===== config.mk =====
export PLATFORM = sky130hd
export DESIGN_NAME = ycc2rgb_lane
export DESIGN_NICKNAME = d
export VERILOG_FILES = /design/src/design/ycc2rgb_pkg.sv /design/src/design/ycc2rgb_lane.sv
export SDC_FILE = /design/constraint.sdc
export NUM_CORES = 2
export LEC_CHECK = 0
export BUFFER_PORTS_ARGS = -buffer_cell sky130_fd_sc_hd__clkbuf_2
export CAP_MARGIN = 10
export CORE_UTILIZATION = 59
export DETAILED_ROUTE_END_ITERATION = 12
export GPL_TIMING_DRIVEN = 0
export PLACE_DENSITY = 0.8
export SETUP_SLACK_MARGIN = 0.02
export SYNTH_ARGS = -nofsm -noshare
export SYNTH_HDL_FRONTEND = slang
export SYNTH_SLANG_ARGS = --single-unit

===== constraint.sdc =====
create_clock -name clk_i -period 5.8 [get_ports clk_i]
set_clock_uncertainty 0.1 [all_clocks]
set_input_delay 0.58 -clock clk_i [delete_from_list [all_inputs] [get_ports clk_i]]
set_output_delay 0.58 -clock clk_i [all_outputs]
set_load 0.02 [all_outputs]

===== src/design/ycc2rgb_pkg.sv =====
`timescale 1ns / 1ps

package ycc2rgb_pkg;

  // Pipeline depth: input offsets, products, sums, saturation.
  localparam int unsigned NumStages = 4;
  localparam int unsigned NumCoefs  = 7;
  localparam int unsigned CoefW     = 16;
  localparam int unsigned CfgIdxW   = 3;
  localparam int unsigned PixW      = 8;
  localparam int unsigned OffW      = PixW + 1;          // offset-removed sample
  localparam int unsigned ProdW     = OffW + CoefW;      // one product
  localparam int unsigned SumW      = ProdW + 2;         // sum of up to three products
  localparam int unsigned OutShift  = 12;

  localparam logic signed [OffW-1:0] LumaOffset   = 9'sd16;
  localparam logic signed [OffW-1:0] ChromaOffset = 9'sd128;
  localparam logic [PixW-1:0]        PixMax       = 8'hff;

  // Register indexes of the configuration port.
  typedef enum logic [CfgIdxW-1:0] {
    CfgLumaRed   = 3'd0,
    CfgCrRed     = 3'd1,
    CfgLumaGreen = 3'd2,
    CfgCbGreen   = 3'd3,
    CfgCrGreen   = 3'd4,
    CfgLumaBlue  = 3'd5,
    CfgCbBlue    = 3'd6
  } cfg_idx_e;

  typedef struct packed {
    logic signed [CoefW-1:0] luma_red;
    logic signed [CoefW-1:0] cr_red;
    logic signed [CoefW-1:0] luma_green;
    logic signed [CoefW-1:0] cb_green;
    logic signed [CoefW-1:0] cr_green;
    logic signed [CoefW-1:0] luma_blue;
    logic signed [CoefW-1:0] cb_blue;
  } coef_set_t;

  localparam coef_set_t CoefReset = '{
    luma_red:   16'sd4788,
    cr_red:     16'sd6563,
    luma_green: 16'sd4788,
    cb_green:   -16'sd1611,
    cr_green:   -16'sd3343,
    luma_blue:  16'sd4788,
    cb_blue:    16'sd8295
  };

  typedef struct packed {
    logic [15:0] luma_pair;
    logic [15:0] cb_pair;
    logic [15:0] cr_pair;
    logic        last_in;
  } in_beat_t;

  typedef struct packed {
    logic [15:0] red_pair;
    logic [15:0] green_pair;
    logic [15:0] blue_pair;
    logic        last_out;
  } out_beat_t;

  // Per-stage load enables and the valid bits that travel with the data.
  typedef struct packed {
    logic [NumStages-1:0] load;
    logic [NumStages-1:0] valid;
  } pipe_ctrl_t;

  // Arithmetic shift right by OutShift and clamp to 0..255.
  function automatic logic [PixW-1:0] sat_pixel(input logic signed [SumW-1:0] acc);
    logic [PixW-1:0] res;
    if (acc[SumW-1]) begin
      res = '0;
    end else if (|acc[SumW-2:OutShift+PixW]) begin
      res = PixMax;
    end else begin
      res = acc[OutShift+PixW-1:OutShift];
    end
    return res;
  endfunction

endpackage


===== src/design/ycc2rgb_lane.sv =====
`timescale 1ns / 1ps

// One pixel through four stages: offset removal, products, sums, saturation.
module ycc2rgb_lane (
  input  logic                                 clk_i,
  input  ycc2rgb_pkg::pipe_ctrl_t              ctrl_i,
  input  ycc2rgb_pkg::coef_set_t               coef_i,
  input  logic [ycc2rgb_pkg::PixW-1:0]         luma_i,
  input  logic [ycc2rgb_pkg::PixW-1:0]         cb_i,
  input  logic [ycc2rgb_pkg::PixW-1:0]         cr_i,
  output logic [ycc2rgb_pkg::PixW-1:0]         red_o,
  output logic [ycc2rgb_pkg::PixW-1:0]         green_o,
  output logic [ycc2rgb_pkg::PixW-1:0]         blue_o
);

  localparam int unsigned OffW  = ycc2rgb_pkg::OffW;
  localparam int unsigned ProdW = ycc2rgb_pkg::ProdW;
  localparam int unsigned SumW  = ycc2rgb_pkg::SumW;

  logic signed [OffW-1:0]  y_d, u_d, v_d, y_q, u_q, v_q;
  logic signed [ProdW-1:0] r_y_q, r_v_q, g_y_q, g_u_q, g_v_q, b_y_q, b_u_q;
  logic signed [SumW-1:0]  r_sum_q, g_sum_q, b_sum_q;
  logic [ycc2rgb_pkg::PixW-1:0] red_q, green_q, blue_q;

  assign y_d = $signed({1'b0, luma_i}) - ycc2rgb_pkg::LumaOffset;
  assign u_d = $signed({1'b0, cb_i}) - ycc2rgb_pkg::ChromaOffset;
  assign v_d = $signed({1'b0, cr_i}) - ycc2rgb_pkg::ChromaOffset;

  always_ff @(posedge clk_i) begin
    if (ctrl_i.load[0]) begin
      y_q <= y_d;
      u_q <= u_d;
      v_q <= v_d;
    end
    if (ctrl_i.load[1]) begin
      r_y_q <= y_q * coef_i.luma_red;
      r_v_q <= v_q * coef_i.cr_red;
      g_y_q <= y_q * coef_i.luma_green;
      g_u_q <= u_q * coef_i.cb_green;
      g_v_q <= v_q * coef_i.cr_green;
      b_y_q <= y_q * coef_i.luma_blue;
      b_u_q <= u_q * coef_i.cb_blue;
    end
    if (ctrl_i.load[2]) begin
      r_sum_q <= SumW'(r_y_q) + SumW'(r_v_q);
      g_sum_q <= SumW'(g_y_q) + SumW'(g_u_q) + SumW'(g_v_q);
      b_sum_q <= SumW'(b_y_q) + SumW'(b_u_q);
    end
    if (ctrl_i.load[3]) begin
      red_q   <= ycc2rgb_pkg::sat_pixel(r_sum_q);
      green_q <= ycc2rgb_pkg::sat_pixel(g_sum_q);
      blue_q  <= ycc2rgb_pkg::sat_pixel(b_sum_q);
    end
  end

  assign red_o   = red_q;
  assign green_o = green_q;
  assign blue_o  = blue_q;

endmodule


==> summary.txt <==
Detailed routing
  – Vias: 31700
  – First-iteration detailed-routing DRC count: 1977
  – Average wire per cell in the routed design: 18.9 um
  – Met2 WL: 52.5 mm
  – DR WL met3: 8.37 mm
  – DRC viols: 0
  – Pre-antenna DRT Iters: 6
  – Via density per instance: 5.67
  – Final wirelength: 106 mm
  – Met1 wire length: 40.4 mm
  – ANT nets after route: 0
  – Max Used Layer: met5

Placed design
  – RD Place Congestion: 0.929
  – PortBufs: 119
  – DP HPWL: 84.8 mm

Critical path
  – Bufs and invs on worst path: 3
  – Reg2Reg Depth: 18
  – Crit path launch type: register
  – CP delay by family, top: adder cells
  – Critical Path RT: 5.99 ns
  – Maximum fanout along the worst path: 10
  – Crit path kind: reg2reg
  – Worst path max stage delay: 0.58 ns
  – Critical path depth: 18
  – CP Cell Sequence: clkbuf_4 > nand2_1 > fa_1 > fa_1 > inv_1 > fa_1 > fa_1 > fa_2 > ha_4 > a21oi_2 > o22ai_2 > o22ai_2 > o211ai_1 > buf_4 > a31o_2 > a21o_1 > a21oi_1 > xnor2_1
  – Crit path capture type: register
  – Crit-path slowest cell: fa_2
  – Worst EP arrival: 5.89 ns
  – Worst path most repeated cell: fa_1

Global route
  – Antenna violations before repair: 8
  – Grt ovf: 0
  – GRT Util Overall: 28.2%
  – Largest net degree at the start of global routing: 119
  – First-pass GRT wire length: 172 mm
  – Vias in the first global route: 33500

Clock network
  – Worst-skew pair later-pin latency: 0.57 ns
  – Total CTS buffers: 34
  – Root Driver: clkbuf_16
  – CTS tree: done
  – Post-CTS Hold Buffers: 0
  – # clock sinks: 267
  – Clk slew on worst S/H paths: 0.07 ns
  – H-tree depth: 2
  – CTS max path bufs: 3

Floorplan
  – Core area: 0.0758 mm^2
  – Die height: 279 um
  – DIE AREA: 0.0777 mm^2
  – I/O pin total: 169
  – Initial Util: 59.6%
  – Die span in x: 279 um
  – # rows: 101

Final layout
  – Layout cells sized above 1: 8.72%
  – Multi-input logic area: 0.0344 mm^2
  – Fin nets: 6016
  – Fillers: 5721
  – Layout Utilization: 65.1%
  – Register area: 0.00802 mm^2
  – Synth-to-Final Area Change: 9.23%

Timing
  – Final hold vios: 0
  – Max transition margin: 29.4%
  – Final Critical Period: 5.70 ns
  – Hold Slack: 0.0933 ns
  – Setup-failing EPs final: 0
  – Fmax: 0.175 GHz
  – Max Slew Vio Count: 0
  – Period utilization: 98.3%
  – RSZ-0062 raised after global routing: yes
  – Least-Margin Pin Slew: 1.06 ns

Synth
  – Sequential area share after synthesis: 17.8%
  – Synth Instances: 4379
  – Yosys reg bits: 267
  – Async SR Flop Fraction: 0%
  – Ys flop type: edfxtp_1
  – Post-synth EDFFs: 267
  – Largest area contributor in the netlist: fa_1
  – Post-synth cell types: 68
  – Mapped Avg Cell Area: 10.3 um^2
  – Yosys warnings: 0
  – Syn_nets: 5819
  – Area contributors post-synth: fa_1 38%, edfxtp_1 18%, ha_1 12%
  – Synth Cell Area: 0.0452 mm^2
  – Area share of the largest cell type after synthesis: 38.2%

Worst hold path
  – Hold Path Class: in2reg
  – Hold path cells: 1

Flow run
  – Max-Cap Viols: 0

Run status
  – Run status: finished clean
metal layers:
layer | global-route usage (%) | up-vias
met5 | 0 | -
met4 | 10.8 | 2
met2 | 48.3 | 1189
li1 | - | 14200
met1 | 36.0 | 16000
met3 | 4.63 | 273
cells in the final DEF (no fill, tap or decap), drive strengths merged, types with 27 or more instances in the layout:
| cell | n |
|---|---|
| fa | 861 |
| inv | 707 |
| nand2 | 495 |
| and2 | 466 |
| ha | 434 |
| edfxtp | 267 |
| clkbuf | 251 |
| nor2 | 176 |
| xnor2 | 149 |
| buf | 101 |
| a21oi | 98 |
| nor2b | 66 |
| o21ai | 49 |
| xor2 | 46 |
| nor3 | 42 |
| a21o | 41 |
| nand2b | 39 |
| nand3 | 36 |
| o21a | 27 |
path summary, 6_finish.rpt:
| check | slack (ns) | to | from |
|---|---|---|---|
| hold reg to reg | 0.44 | blue_o[7]$_SDFFCE_PP0P_ | b_sum_q[19]$_DFFE_PP_ |
| setup / recovery | 0.1 | b_u_q[20]$_DFFE_PP_ | u_q[5]$_DFFE_PP_ |
| setup reg to reg | 0.1 | b_u_q[20]$_DFFE_PP_ | u_q[5]$_DFFE_PP_ |
| hold / removal | 0.09 | y_q[3]$_DFFE_PP_ | luma_i[3] |
cell type report:
type                       instances  share of cell area [%]
clock inverter                    18                   0.373
antenna                           12                  0.0609
multi-input combinational       3255                    69.7
tap                              978                    2.48
timing repair buffer             162                    2.01
clock buffer                      40                    1.77
inverter                         706                    5.37
buffer                           150                    1.99
sequential                       267                    16.3
cell usage after synthesis, drive strengths merged, types with 6 or more instances:
cell type and instances:
or3 12, a211oi 10, nand2 495, o31ai 9
a21o 41, edfxtp 267, fa 861, nor2b 66
nand2b 39, o21bai 15, o2111ai 8, clkbuf 145
or2 9, and2 466, or4 6, xnor2 149
inv 706, o311ai 7, buf 6, o211ai 13
o22ai 8, nor4 10, nand4 11, and3 19
nor3 42, nand3 36, a21oi 98, o311a 6
nand3b 6, nor2 176, a31oi 15, o21a 27
ha 434, xor2 46, o21ai 49
worst reg2reg max path, cell delays in order, from the launching register on:
cell,delay [ns]
edfxtp_1,0.47
clkbuf_4,0.31
nand2_1,0.11
fa_1,0.48
fa_1,0.55
inv_1,0.05
fa_1,0.46
fa_1,0.51
fa_2,0.58
ha_4,0.22
a21oi_2,0.14
o22ai_2,0.11
o22ai_2,0.26
o211ai_1,0.18
buf_4,0.19
a31o_2,0.24
a21o_1,0.17
a21oi_1,0.17
xnor2_1,0.14
state kept, by name, summed over array words and instances (netlist names):
| name | flops |
|---|---|
| b_u_q | 25 |
| b_y_q | 25 |
| g_u_q | 25 |
| g_v_q | 25 |
| g_y_q | 25 |
| r_v_q | 25 |
| r_y_q | 25 |
| g_sum_q | 15 |
| b_sum_q | 14 |
| r_sum_q | 14 |
| y_q | 9 |
| blue_o | 8 |
| green_o | 8 |
| red_o | 8 |
| u_q | 8 |
| v_q | 8 |
through the flow:
step	cell area (um^2)	cells	setup slack (ns)	setup TNS, ns
floorplan	45200	4379	0.158	0
global placement	47000	5476	-1.33	-32.95
detailed placement	47000	5478	-1.38	-35.72
CTS	48600	5546	0.0183	0
global route	49300	5582	-0.0438	-0.105
finish	49300	5588	0.0989	0
what timing repair did:
item,4_1_cts,5_1_grt
endpoints found under the setup margin,84,36
gates cloned,0,1
setup buffers,10,30
pin swaps,6,48
resized for setup,158,186
cell families after synthesis:
family,share of synthesized area (%)
compound gates,5.46
xor+xnor,3.78
fa+ha+maj,50.2
buf+inv,7.12
flops,17.8
mux,0.139
simple gates,15.6
Power is not shown: default switching activity piles up to over one toggle a cycle in this logic, so the estimate is an artifact.
