`config.mk`:
```
export PLATFORM = sky130hd
export DESIGN_NAME = ycc2rgb_ctrl
export DESIGN_NICKNAME = d
export VERILOG_FILES = /design/src/design/ycc2rgb_pkg.sv /design/src/design/ycc2rgb_ctrl.sv
export SDC_FILE = /design/constraint.sdc
export NUM_CORES = 1
export LEC_CHECK = 0
export ABC_AREA = 1
export BUFFER_PORTS_ARGS = -buffer_cell sky130_fd_sc_hd__buf_2
export CAP_MARGIN = 40
export CORE_AREA = 8 8 45 47
export CTS_BUF_LIST = sky130_fd_sc_hd__clkbuf_8
export CTS_CLUSTER_DIAMETER = 200
export DETAILED_ROUTE_END_ITERATION = 6
export DIE_AREA = 0 0 53 55
export PLACE_DENSITY = 0.3
export SLEW_MARGIN = 20
export SYNTH_ARGS = -nofsm -noshare
export SYNTH_HDL_FRONTEND = slang
export SYNTH_SLANG_ARGS = --single-unit
```
`constraint.sdc`:
```
create_clock -name clk_i -period 0.8 [get_ports clk_i]
set_clock_uncertainty 0.05 [all_clocks]
set_input_delay 0.16 -clock clk_i [delete_from_list [all_inputs] [get_ports clk_i]]
set_output_delay 0.16 -clock clk_i [all_outputs]
set_load 0.02 [all_outputs]
```
`src/design/ycc2rgb_pkg.sv`:
```
`timescale 1ns / 1ps

package ycc2rgb_pkg;

  // Pipeline depth: input offsets, products, sums, saturation.
  localparam int unsigned NumStages = 4;
  localparam int unsigned NumCoefs  = 7;
  localparam int unsigned CoefW     = 16;
  localparam int unsigned CfgIdxW   = 3;
  localparam int unsigned PixW      = 8;
  localparam int unsigned OffW      = PixW + 1;          // offset-removed sample
  localparam int unsigned ProdW     = OffW + CoefW;      // one product
  localparam int unsigned SumW      = ProdW + 2;         // sum of up to three products
  localparam int unsigned OutShift  = 12;

  localparam logic signed [OffW-1:0] LumaOffset   = 9'sd16;
  localparam logic signed [OffW-1:0] ChromaOffset = 9'sd128;
  localparam logic [PixW-1:0]        PixMax       = 8'hff;

  // Register indexes of the configuration port.
  typedef enum logic [CfgIdxW-1:0] {
    CfgLumaRed   = 3'd0,
    CfgCrRed     = 3'd1,
    CfgLumaGreen = 3'd2,
    CfgCbGreen   = 3'd3,
    CfgCrGreen   = 3'd4,
    CfgLumaBlue  = 3'd5,
    CfgCbBlue    = 3'd6
  } cfg_idx_e;

  typedef struct packed {
    logic signed [CoefW-1:0] luma_red;
    logic signed [CoefW-1:0] cr_red;
    logic signed [CoefW-1:0] luma_green;
    logic signed [CoefW-1:0] cb_green;
    logic signed [CoefW-1:0] cr_green;
    logic signed [CoefW-1:0] luma_blue;
    logic signed [CoefW-1:0] cb_blue;
  } coef_set_t;

  localparam coef_set_t CoefReset = '{
    luma_red:   16'sd4788,
    cr_red:     16'sd6563,
    luma_green: 16'sd4788,
    cb_green:   -16'sd1611,
    cr_green:   -16'sd3343,
    luma_blue:  16'sd4788,
    cb_blue:    16'sd8295
  };

  typedef struct packed {
    logic [15:0] luma_pair;
    logic [15:0] cb_pair;
    logic [15:0] cr_pair;
    logic        last_in;
  } in_beat_t;

  typedef struct packed {
    logic [15:0] red_pair;
    logic [15:0] green_pair;
    logic [15:0] blue_pair;
    logic        last_out;
  } out_beat_t;

  // Per-stage load enables and the valid bits that travel with the data.
  typedef struct packed {
    logic [NumStages-1:0] load;
    logic [NumStages-1:0] valid;
  } pipe_ctrl_t;

  // Arithmetic shift right by OutShift and clamp to 0..255.
  function automatic logic [PixW-1:0] sat_pixel(input logic signed [SumW-1:0] acc);
    logic [PixW-1:0] res;
    if (acc[SumW-1]) begin
      res = '0;
    end else if (|acc[SumW-2:OutShift+PixW]) begin
      res = PixMax;
    end else begin
      res = acc[OutShift+PixW-1:OutShift];
    end
    return res;
  endfunction

endpackage

```
`src/design/ycc2rgb_ctrl.sv`:
```
`timescale 1ns / 1ps

// Valid/stall control for the datapath stages. A stage loads whenever it is
// empty or the stage after it moves on in the same cycle.
module ycc2rgb_ctrl (
  input  logic                    clk_i,
  input  logic                    rst_ni,
  input  logic                    in_valid_i,
  output logic                    in_stall_o,
  input  logic                    out_stall_i,
  output ycc2rgb_pkg::pipe_ctrl_t ctrl_o
);

  localparam int unsigned N = ycc2rgb_pkg::NumStages;

  logic [N-1:0] valid_q, valid_d;
  logic [N-1:0] ready;

  always_comb begin
    ready[N-1] = !valid_q[N-1] || !out_stall_i;
    for (int k = N - 2; k >= 0; k--) begin
      ready[k] = !valid_q[k] || ready[k+1];
    end
  end

  always_comb begin
    valid_d = valid_q;
    if (ready[0]) begin
      valid_d[0] = in_valid_i;
    end
    for (int k = 1; k < N; k++) begin
      if (ready[k]) begin
        valid_d[k] = valid_q[k-1];
      end
    end
  end

  always_ff @(posedge clk_i or negedge rst_ni) begin
    if (!rst_ni) begin
      valid_q <= '0;
    end else begin
      valid_q <= valid_d;
    end
  end

  assign in_stall_o   = !ready[0];
  assign ctrl_o.load  = ready;
  assign ctrl_o.valid = valid_q;

endmodule

```
==> metrics.md, run 1 <==
| Metric | Value |
|---|---|
| Initial antenna violation count | 0 |
| R2R depth | 3 |
| Die span in y | 55 um |
| Max Clk Rate | 789 MHz |
| LEAKAGE | 0.000193 uW |
| Final Hold Vio Count | 0 |
| Logic pwr share | 27.4% |
| Vias per cell | 3.54 |
| YS warnings | 0 |
| Via Count | 184 |
| Synth area leaders | dfrtp_1 (60%), inv_1 (11%), nand2_1 (9.0%) |
| Final WS setup | -0.468 ns |
| Sequential-to-total area share from yosys stat | 59.7% |
| Post-DP HPWL | 429 um |
| First drt pass iteration count | 1 |
| Routed wl met2 | 224 um |
| Clock Sinks | 4 |
| Failing checks | setup timing |
| Post-synthesis cell type count | 7 |
| Most frequent cell after synthesis | inv_1 |
| Clock network fraction of total power | 45.5% |
| Final GP Congestion | 0.709 |
| Antenna cell count | 0 |
| Largest Register | valid_q |
| Peak supply drop | 0.627 mV |
| First-pass GRT wire length | 855 um |
| Die area | 2920 sq um |
| CTS tree | done |
| Number of cell rows | 14 |
| Power density cells | 2390 nW/um^2 |
| Run status | finished with violations |
| Num ports | 13 |
| H-tree depth | 1 |
| Largest net degree at the start of global routing | 5 |
| Min-delay src | in_valid_i |
| Max FFs per register | 4 |
| Pre-CTS setup slack | -0.275 ns |
| GRT Overall Usage | 4.54% |
| WP data arrival | 1.06 ns |
| Final wirelength | 591 um |
| Wl on met1 | 276 um |
| Clk_lat worst skew | 0.22 ns |
| CTS clk-pin slew, worst paths | 0.03 ns |
| CP Class | reg -> out |
| Slew Limit Headroom | 90.5% |
| Core Box Area | 1380 sq um |
| Ys async rst share | 100% |
| Met3 WL | 85 um |
| I/O Buffers | 12 |
| Setup Viol. Count Final | 12 |
| CP max FO | 4 |
| Syn Std Cell Area | 168 sq um |
| # fillers | 140 |
| Final net count | 42 |
| Post-synth top area share | 59.7% |
| Largest area contributor in the netlist | dfrtp_1 |
| Syn_nets | 21 |
| Mean post-synth cell area | 9.86 sq um |
| Critical path data required time | 0.59 ns |
| Top Layer Used | met4 |
| Unrepaired setup endpoints after global routing | yes |
| Psw | 266 uW |
| Setup crit start | valid_q[3] |
| ANT nets after route | 0 |
| Area grow syn2layout | 136% |
| Setup crit end kind | output port |
| P_int | 678 uW |
| Die Wd | 53 um |
| Pins Over Slew Limit | 0 |
| Root Buffer | clkbuf_8 |
| Setup crit start kind | flip-flop |
| Capturing point of the worst reg2reg path | valid_q[2] |
| Net Sw Frac | 28.2% |
| Hold Crit Class | in -> reg |
| Max Root-Sink Buffers | 2 |
| R2R Setup Slk | -0.11 ns |
| Post-synthesis register bit count | 4 |
| DR iter-0 viols | 0 |
| Worst Setup EP | in_stall_o |
| EDFF count, synth | 0 |
| Mapped Cells | 17 |
| Reg-to-reg startpoint | valid_q[3] |
| Final Critical Period | 1.27 ns |
| Final Util | 28.6% |
| Sequential Power Share | 27.1% |
| Starting density of the core | 12.1% |
| Layout cells sized above 1 | 75.0% |
| CTS Buf Count | 3 |
| Final period util | 158% |
| Per-cell routed wire length | 11.4 um |
| Max-cap viol count | 0 |
| Ys flop type | dfrtp_1 |
| Grt ovf | 0 |
| Tightest Pin Transition | 0.142 ns |
| Vias in the first global route | 198 |
| Regs by FF count | valid_q x4 |
| Drt drc | 0 |
| Top cells by count, synth | inv_1 (5), dfrtp_1 (4), nand2_1 (4) |
-- final cells by class --
class	count	area, sq um	share of cell area, %
inverters	5	21.3	5.38
clock buffers	3	41.3	10.4
repair buffers	16	146	37.0
multi-input cells	8	61.3	15.5
flip-flops and latches	4	105	26.6
well taps	16	20.0	5.06
-- kinds of logic (layout without fill, tap and decap cells) --
| logic type | Yosys count | count (layout) | share of synthesized area [%] |
|---|---|---|---|
| simple gates | 8 | 8 | 29.1 |
| buf+inv | 5 | 24 | 11.2 |
| flops | 4 | 4 | 59.7 |
-- what timing repair did --
item	CTS	global route
hold buffers	1	0
pin swaps	2	2
cloned	0	0
resized for setup	12	8
endpoints found under the hold margin	4	0
setup endpoints to repair	13	13
setup buffers	0	2
-- per-layer routing --
layer  vias up  track usage [%]
met3         2             2.94
met4         0             6.47
li1         90                -
met5         -                0
met2        13             4.49
met1        79             5.19
-- power by group through the flow --
stage          Sequential, uW  Clock [uW]  Combinational (uW)
4_1_cts                   250         447                 231
3_5_place_dp              250           0                 187
3_3_place_gp              249           0                 187
2_1_floorplan             275           0                87.3
5_1_grt                   257         463                 277
6_report                  256         429                 259
-- worst min path at each step --
stage                  to  slack [ns]  cells after the start
3_3_place_gp   valid_q[0]       -0.08                      1
2_1_floorplan  valid_q[0]       -0.19                      0
3_5_place_dp   valid_q[0]       -0.07                      1
6_report       valid_q[0]        0.07                      3
4_1_cts        valid_q[0]        0.07                      3
5_1_grt        valid_q[0]         0.1                      3
-- through the flow --
step	setup TNS [ns]	hold WS [ns]	power [uW]	instance area, sq um	std cells
2_1_floorplan	-1.61	-0.186	362	185	17
3_3_place_gp	-1.29	-0.0767	436	273	46
3_5_place_dp	-1.32	-0.0713	437	273	46
4_1_cts	-3.31	0.0664	928	362	50
5_1_grt	-3.65	0.0967	997	395	52
6_report	-3.27	0.0690	944	395	52
-- cells in the final DEF, fill, tap and decap left out, types with 2 or more instances in the layout --
master and n:
buf_6 9, nand2_1 4, buf_2 4, dfrtp_2 4, inv_1 3, clkbuf_8 3
buf_4 2
-- critical path: stages, from the launching register on --
cell and delay, ns:
dfrtp_2 0.37, nand2_4 0.06, nor2_4 0.13, nand3_4 0.11
inv_4 0.06, buf_6 0.10
Note: power is estimated with default switching activity, not from simulation.
==> run 2: changes to the inputs <==
--- a/config.mk
+++ b/config.mk
@@ -5,7 +5,7 @@
 export SDC_FILE = /design/constraint.sdc
 export NUM_CORES = 1
 export LEC_CHECK = 0
-export ABC_AREA = 1
+export ABC_AREA = 0
 export BUFFER_PORTS_ARGS = -buffer_cell sky130_fd_sc_hd__buf_2
 export CAP_MARGIN = 40
 export CORE_AREA = 8 8 45 47
@@ -14,6 +14,7 @@
 export DETAILED_ROUTE_END_ITERATION = 6
 export DIE_AREA = 0 0 53 55
 export PLACE_DENSITY = 0.3
+export REMOVE_ABC_BUFFERS = 1
 export SLEW_MARGIN = 20
 export SYNTH_ARGS = -nofsm -noshare
 export SYNTH_HDL_FRONTEND = slang
==> metrics.md, run 2 <==
| Metric | Value |
|---|---|
| Run status | finished with violations (unchanged) |
| Failing checks | setup timing (unchanged) |
| H-tree depth | 1 (unchanged) |
| YS warnings | 0 (unchanged) |
| Clock Sinks | 4 (unchanged) |
| WP data arrival | 1.07 ns (was 1.06 ns) |
| Starting density of the core | 12.1% (unchanged) |
| Synth area leaders | dfrtp_1 (60%), nand4_4 (13%), nand2b_1 (7.5%) (was dfrtp_1 (60%), inv_1 (11%), nand2_1 (9.0%)) |
| Power density cells | 2130 nW/um^2 (was 2390 nW/um^2) |
| Most frequent cells in the layout | buf_6 (11), buf_4 (9), buf_2 (4), dfrtp_1 (4), clkbuf_8 (3) (was buf_6 (9), nand2_1 (4), buf_2 (4), dfrtp_2 (4)) |
| Clock network fraction of total power | 41.1% (was 45.5%) |
| Mean post-synth cell area | 12.0 sq um (was 9.86 sq um) |
| Largest Register | valid_q (unchanged) |
| R2R Setup Slk | -0.34 ns (was -0.11 ns) |
| Max Clk Rate | 778 MHz (was 789 MHz) |
| Ys async rst share | 100% (unchanged) |
| Final net count | 48 (was 42) |
| Final wirelength | 687 um (was 591 um) |
| Crit-path leading delay family | flip-flops (unchanged) |
| Post-synthesis mux area share | 0% (unchanged) |
| Sequential Power Share | 24.0% (was 27.1%) |
| Hold Crit Class | in -> reg (unchanged) |
| Die Wd | 53 um (unchanged) |
| Hold WS | 0.110 ns (was 0.0690 ns) |
| Num ports | 13 (unchanged) |
| Die span in y | 55 um (unchanged) |
| I/O Buffers | 12 (unchanged) |
| DR iter-0 viols | 1 (was 0) |
| Antenna cell count | 0 (unchanged) |
| Most frequent cell after synthesis | dfrtp_1 (was inv_1) |
| CTS Buf Count | 3 (unchanged) |
| Peak supply drop | 1.02 mV (was 0.627 mV) |
| First drt pass iteration count | 2 (was 1) |
| Buf+Inv Stages, Crit Path | 1 (was 2) |
| Final Hold Vio Count | 0 (unchanged) |
| Logic pwr share | 34.9% (was 27.4%) |
| Largest family of logic cells by synthesized area | simple AND/OR/NAND/NOR gates (unchanged) |
| Cell Area, Placed | 300 sq um (was 273 sq um) |
| Final WS setup | -0.485 ns (was -0.468 ns) |
| Post-synthesis simple-gate area fraction | 33.6% (was 29.1%) |
| LEAKAGE | 0.000224 uW (was 0.000193 uW) |
| Setup crit end kind | output port (unchanged) |
| Largest area contributor in the netlist | dfrtp_1 (unchanged) |
| Final Util | 34.5% (was 28.6%) |
| Post-synthesis adder-cell area fraction | 0% (unchanged) |
| Crit path cell chain | nand4_4, or2_1, buf_6 (was nand2_4, nor2_4, nand3_4, inv_4, buf_6) |
| Fin cells | 58 (was 52) |
| Psw | 276 uW (was 266 uW) |
| ANT nets after route | 0 (unchanged) |
| Number of cell rows | 14 (unchanged) |
| CTS tree | done (unchanged) |
| Setup TNS | -4.48 ns (was -3.27 ns) |
| GRT Overall Usage | 5.26% (was 4.54%) |
| Net Sw Frac | 27.1% (was 28.2%) |
| Drt drc | 0 (unchanged) |
| P_int | 740 uW (was 678 uW) |
| CP max FO | 3 (was 4) |
| Clk_lat worst skew | 0.22 ns (about the same) |
| Area grow syn2layout | 185% (was 136%) |
| Top cells by count, synth | dfrtp_1 (4), nand2_1 (2), nand2b_1 (2) (was inv_1 (5), dfrtp_1 (4), nand2_1 (4)) |
| Final GP Congestion | 0.664 (was 0.709) |
| Post-synth top area share | 59.7% (unchanged) |
| Slew Limit Headroom | 91.0% (was 90.5%) |
| Pins Over Slew Limit | 0 (unchanged) |
| # fillers | 153 (was 140) |
| Unrepaired setup endpoints after global routing | yes (unchanged) |
| CP Class | reg -> out (unchanged) |
| Die area | 2920 sq um (unchanged) |
| Max FFs per register | 4 (unchanged) |
| Layout cells sized above 1 | 73.8% (was 75.0%) |
| EDFF count, synth | 0 (unchanged) |
| CP peak stage delay | 0.37 ns (about the same) |
| Max Root-Sink Buffers | 2 (unchanged) |
| Mapped Cells | 14 (was 17) |
| Per-cell routed wire length | 11.8 um (was 11.4 um) |
| Multi-input gate area | 91.3 sq um (was 61.3 sq um) |
| Tightest Pin Transition | 0.135 ns (was 0.142 ns) |
| Core Box Area | 1380 sq um (unchanged) |
| Syn Std Cell Area | 168 sq um (unchanged) |
| Critical path's slowest cell | dfrtp_1 (was dfrtp_2) |
| DP Cell Count | 49 (was 46) |
| First-pass GRT wire length | 1060 um (was 855 um) |
| Final Critical Period | 1.28 ns (was 1.27 ns) |
| Post-synthesis cell type count | 9 (was 7) |
| Sequential standard cell area | 100 sq um (was 105 sq um) |
| Root Buffer | clkbuf_8 (unchanged) |
| Initial antenna violation count | 0 (unchanged) |
| Grt ovf | 0 (unchanged) |
| Regs by FF count | valid_q x4 (unchanged) |
| Max-cap viol count | 0 (unchanged) |
| Setup crit start kind | flip-flop (unchanged) |
| CTS clk-pin slew, worst paths | 0.03 ns (about the same) |
| Most common cell after layout, fill and taps aside | buf_6 (unchanged) |
| Vias in the first global route | 251 (was 198) |
| Post-DP HPWL | 451 um (was 429 um) |
| Largest net degree at the start of global routing | 5 (unchanged) |
| Post-synthesis register bit count | 4 (unchanged) |
| Vias per cell | 3.81 (was 3.54) |
| Sequential-to-total area share from yosys stat | 59.7% (unchanged) |
| Final instance area | 478 sq um (was 395 sq um) |
| Setup Viol. Count Final | 13 (was 12) |
| Compound-Gate Fraction of Synth Area | 4.48% (was 0%) |
| Final period util | 161% (was 158%) |
| Critical path data required time | 0.59 ns (about the same) |
| Via Count | 221 (was 184) |
| Ys flop type | dfrtp_1 (unchanged) |
| Post-Synth XOR/XNOR Area | 0% (unchanged) |
run 2: final timing paths:
kind	start	endpoint	cells past startpoint
hold reg to reg	valid_q[1]	valid_q[2]	2
min in group asynchronous	rst_ni	valid_q[0]	2
max in group asynchronous	rst_ni	valid_q[1]	2
setup / recovery	valid_q[1]	ctrl_o[4]	3
hold / removal	in_valid_i	valid_q[0]	2
setup reg to reg	valid_q[1]	valid_q[0]	5
run 2: area by class of cell:
type	instances	share of cell area, %
Multi-Input combinational cell	9	19.1
Inverter	1	0.785
Sequential cell	4	20.9
Clock buffer	3	8.64
Timing Repair Buffer	25	46.3
Tap cell	16	4.19
run 2: per-layer routing:
layer  global-route usage, %  share of wire [%]  vias to the layer above
met3                    3.21                 16                        2
met2                    7.23                 44                       15
li1                        -                  -                      103
met5                       0                  0                        -
met4                    5.17                2.8                        0
met1                    5.35                 37                      101
run 2: what timing repair did:
| item | 4_1_cts | 5_1_grt |
|---|---|---|
| pin swaps | 2 | 2 |
| setup endpoints to repair | 13 | 13 |
| setup buffers | 5 | 3 |
| endpoints found under the hold margin | 4 | 0 |
| hold buffers | 1 | 0 |
| resized for setup | 19 | 8 |
run 2: cells by family after synthesis:
| family | after synthesis |
|---|---|
| buf+inv | 1 |
| simple gates | 8 |
| compound gates | 1 |
| flops | 4 |
run 2: through the flow:
step | power (uW) | setup slack (ns)
after floorplan | 348 | -0.451
after global placement | 469 | -0.322
after detailed placement | 468 | -0.323
after CTS | 1000 | -0.502
after global routing | 1060 | -0.544
final | 1020 | -0.485
run 2: worst reg2reg max path, delay by kind of cell, from the launching register on:
family	cells	cell delay (ns)
flip-flops	1	0.37
AO/OA/AOI/OAI	1	0.12
buffers and inverters	3	0.40
AND/OR/NAND/NOR	1	0.12
run 2: power by group through the flow:
stage	clock network [uW]	registers (uW)	logic (uW)
floorplan	0	275	73.3
global placement	0	248	221
detailed placement	0	248	220
global route	437	246	379
CTS	431	243	330
finish	418	244	354
==> run 3: changes to the inputs <==
--- a/config.mk
+++ b/config.mk
@@ -15,6 +15,7 @@
 export DIE_AREA = 0 0 53 55
 export PLACE_DENSITY = 0.3
 export REMOVE_ABC_BUFFERS = 1
+export SKIP_CTS_REPAIR_TIMING = 1
 export SLEW_MARGIN = 20
 export SYNTH_ARGS = -nofsm -noshare
 export SYNTH_HDL_FRONTEND = slang
==> constraint.sdc (replaced) <==
create_clock -name clk_i -period 1.25 [get_ports clk_i]
set_clock_uncertainty 0.05 [all_clocks]
set_input_delay 0.25 -clock clk_i [delete_from_list [all_inputs] [get_ports clk_i]]
set_output_delay 0.25 -clock clk_i [all_outputs]
set_load 0.02 [all_outputs]
==> metrics.md, run 3 (same netlist as run 2, synthesis figures left out) <==
| Metric | Value |
|---|---|
| Run status | finished with violations (unchanged) |
| Failing checks | setup timing (unchanged) |
| LEAKAGE | 0.000164 uW (was 0.000224 uW) |
| Final WS setup | -0.177 ns (was -0.485 ns) |
| Fin cells | 49 (was 58) |
| Pins Over Slew Limit | 0 (unchanged) |
| Final wirelength | 580 um (was 687 um) |
| Area grow syn2layout | 111% (was 185%) |
| Pre-CTS setup slack | 0.0156 ns (was -0.323 ns) |
| Overall power | 569 uW (was 1020 uW) |
| Final Hold Vio Count | 0 (unchanged) |
| I/O Buffers | 12 (unchanged) |
| Tightest Pin Transition | 0.167 ns (was 0.135 ns) |
| Vias in the first global route | 167 (was 251) |
| Power density cells | 1610 nW/um^2 (was 2130 nW/um^2) |
| Unrepaired setup endpoints after global routing | yes (unchanged) |
| Max Root-Sink Buffers | 2 (unchanged) |
| Slew Limit Headroom | 88.9% (was 91.0%) |
| Hold Crit Class | in -> reg (unchanged) |
| Clk_lat worst skew | 0.21 ns (was 0.22 ns) |
| WP data arrival | 1.13 ns (was 1.07 ns) |
| Buf+Inv Stages, Crit Path | 1 (unchanged) |
| Largest Register | valid_q (unchanged) |
| Per-cell routed wire length | 11.8 um (about the same) |
| Antenna cell count | 0 (unchanged) |
| Final Util | 25.6% (was 34.5%) |
| Core Box Area | 1380 sq um (unchanged) |
| H-tree depth | 1 (unchanged) |
| Layout cells sized above 1 | 60.6% (was 73.8%) |
| Reg-to-reg startpoint | valid_q[1] (unchanged) |
| Met3 WL | 123 um (was 112 um) |
| Num ports | 13 (unchanged) |
| Setup crit end kind | output port (unchanged) |
| Crit-path leading delay family | flip-flops (unchanged) |
| Vias per cell | 3.47 (was 3.81) |
| Max FFs per register | 4 (unchanged) |
| Die area | 2920 sq um (unchanged) |
| Critical path's slowest cell | dfrtp_1 (unchanged) |
| Wl on met1 | 233 um (was 255 um) |
| CP max FO | 3 (unchanged) |
| Regs by FF count | valid_q x4 (unchanged) |
| Max Clk Rate | 701 MHz |
| Setup crit start | valid_q[1] (unchanged) |
| CTS tree | done (unchanged) |
| Via Count | 170 (was 221) |
| Critical path data required time | 0.95 ns (was 0.59 ns) |
| ANT nets after route | 0 (unchanged) |
| CTS clk-pin slew, worst paths | 0.03 ns (about the same) |
| Top Layer Used | met3 (was met4) |
| Final period util | 114% |
| Final net count | 39 (was 48) |
| R2R Setup Slk | 0.20 ns (was -0.34 ns) |
| CP Class | reg -> out (unchanged) |
| Max-cap viol count | 0 (unchanged) |
| Die Wd | 53 um (unchanged) |
| Final Critical Period | 1.43 ns |
| CP peak stage delay | 0.40 ns (was 0.37 ns) |
| Die span in y | 55 um (unchanged) |
| First-pass GRT wire length | 800 um (was 1060 um) |
| # fillers | 149 (was 153) |
| R2R depth | 4 (was 5) |
| Clock Sinks | 4 (unchanged) |
| Setup Viol. Count Final | 3 (was 13) |
| Root Buffer | clkbuf_8 (unchanged) |
| Largest net degree at the start of global routing | 6 (was 5) |
| Setup crit start kind | flip-flop (unchanged) |
| Peak supply drop | 0.538 mV (was 1.02 mV) |
| Grt ovf | 0 (unchanged) |
| Drt drc | 0 (unchanged) |
| DP Cell Count | 43 (was 49) |
| GRT Overall Usage | 4.27% (was 5.26%) |
| Number of cell rows | 14 (unchanged) |
| Post-DP HPWL | 436 um (was 451 um) |
| Crit path cell chain | nand4_4, or2_1, buf_6 (unchanged) |
| Capturing point of the worst reg2reg path | valid_q[0] (unchanged) |
| Crit. path cell count | 3 (unchanged) |
| Most frequent cells in the layout | buf_2 (8), buf_6 (4), dfrtp_1 (4), clkbuf_8 (3), buf_4 (3) (was buf_6 (11), buf_4 (9), buf_2 (4), dfrtp_1 (4), clkbuf_8 (3)) |
| Routed wl met2 | 223 um (was 299 um) |
| Final GP Congestion | 0.644 (was 0.664) |
| CTS Buf Count | 3 (unchanged) |
| DR iter-0 viols | 0 (was 1) |
| Initial antenna violation count | 0 (unchanged) |
| Cell Area, Placed | 255 sq um (was 300 sq um) |
| Worst Setup EP | ctrl_o[4] (unchanged) |
| First drt pass iteration count | 1 (was 2) |
| Starting density of the core | 12.1% (unchanged) |
| Final instance area | 354 sq um (was 478 sq um) |
| Most common cell after layout, fill and taps aside | buf_2 (was buf_6) |
==> run 3: changes by cell type in the layout (fill, tap and decap cells not counted) <==
cell     before  now
buf_4         9    3
nand3_4       1    0
buf_6        11    4
buf_2         4    8
nor2_1        0    1
nor2_4        1    0
nand3_1       0    1
==> run 3: worst min path at each step <==
stage | start | to | cells past startpoint
2_1_floorplan | rst_ni | valid_q[0] | 0
3_3_place_gp | rst_ni | valid_q[1] | 1
3_5_place_dp | rst_ni | valid_q[2] | 1
4_1_cts | rst_ni | valid_q[1] | 1
5_1_grt | in_valid_i | valid_q[0] | 2
6_report | in_valid_i | valid_q[0] | 2
==> run 3: power breakdown <==
part           switching, uW  total (uW)  internal (uW)
Combinational           78.9         145           66.4
Clock                   60.3         265            205
Sequential              15.0         159            144
==> run 3: stage by stage <==
step                hold slack, ns  TNS (ns)
finish                       0.191    -0.402
global route                 0.212    -0.570
CTS                         -0.219    -0.466
detailed placement         0.00934         0
global placement            0.0126         0
floorplan                  -0.0956    -0.176
==> run 3: metal layers <==
layer,track usage (%),vias to the layer above
li1,-,84
met1,5.05,73
met2,3.52,13
met3,4.01,0
met4,5.17,0
met5,0,-
==> run 3: area by class of cell <==
class / count / area, sq um / area share (%)
sequential: 4 / 100 / 28.3
tap: 16 / 20.0 / 5.65
multi-input combinational: 9 / 71.3 / 20.1
timing repair buffer: 16 / 118 / 33.2
inverter: 1 / 3.75 / 1.06
clock buffer: 3 / 41.3 / 11.7
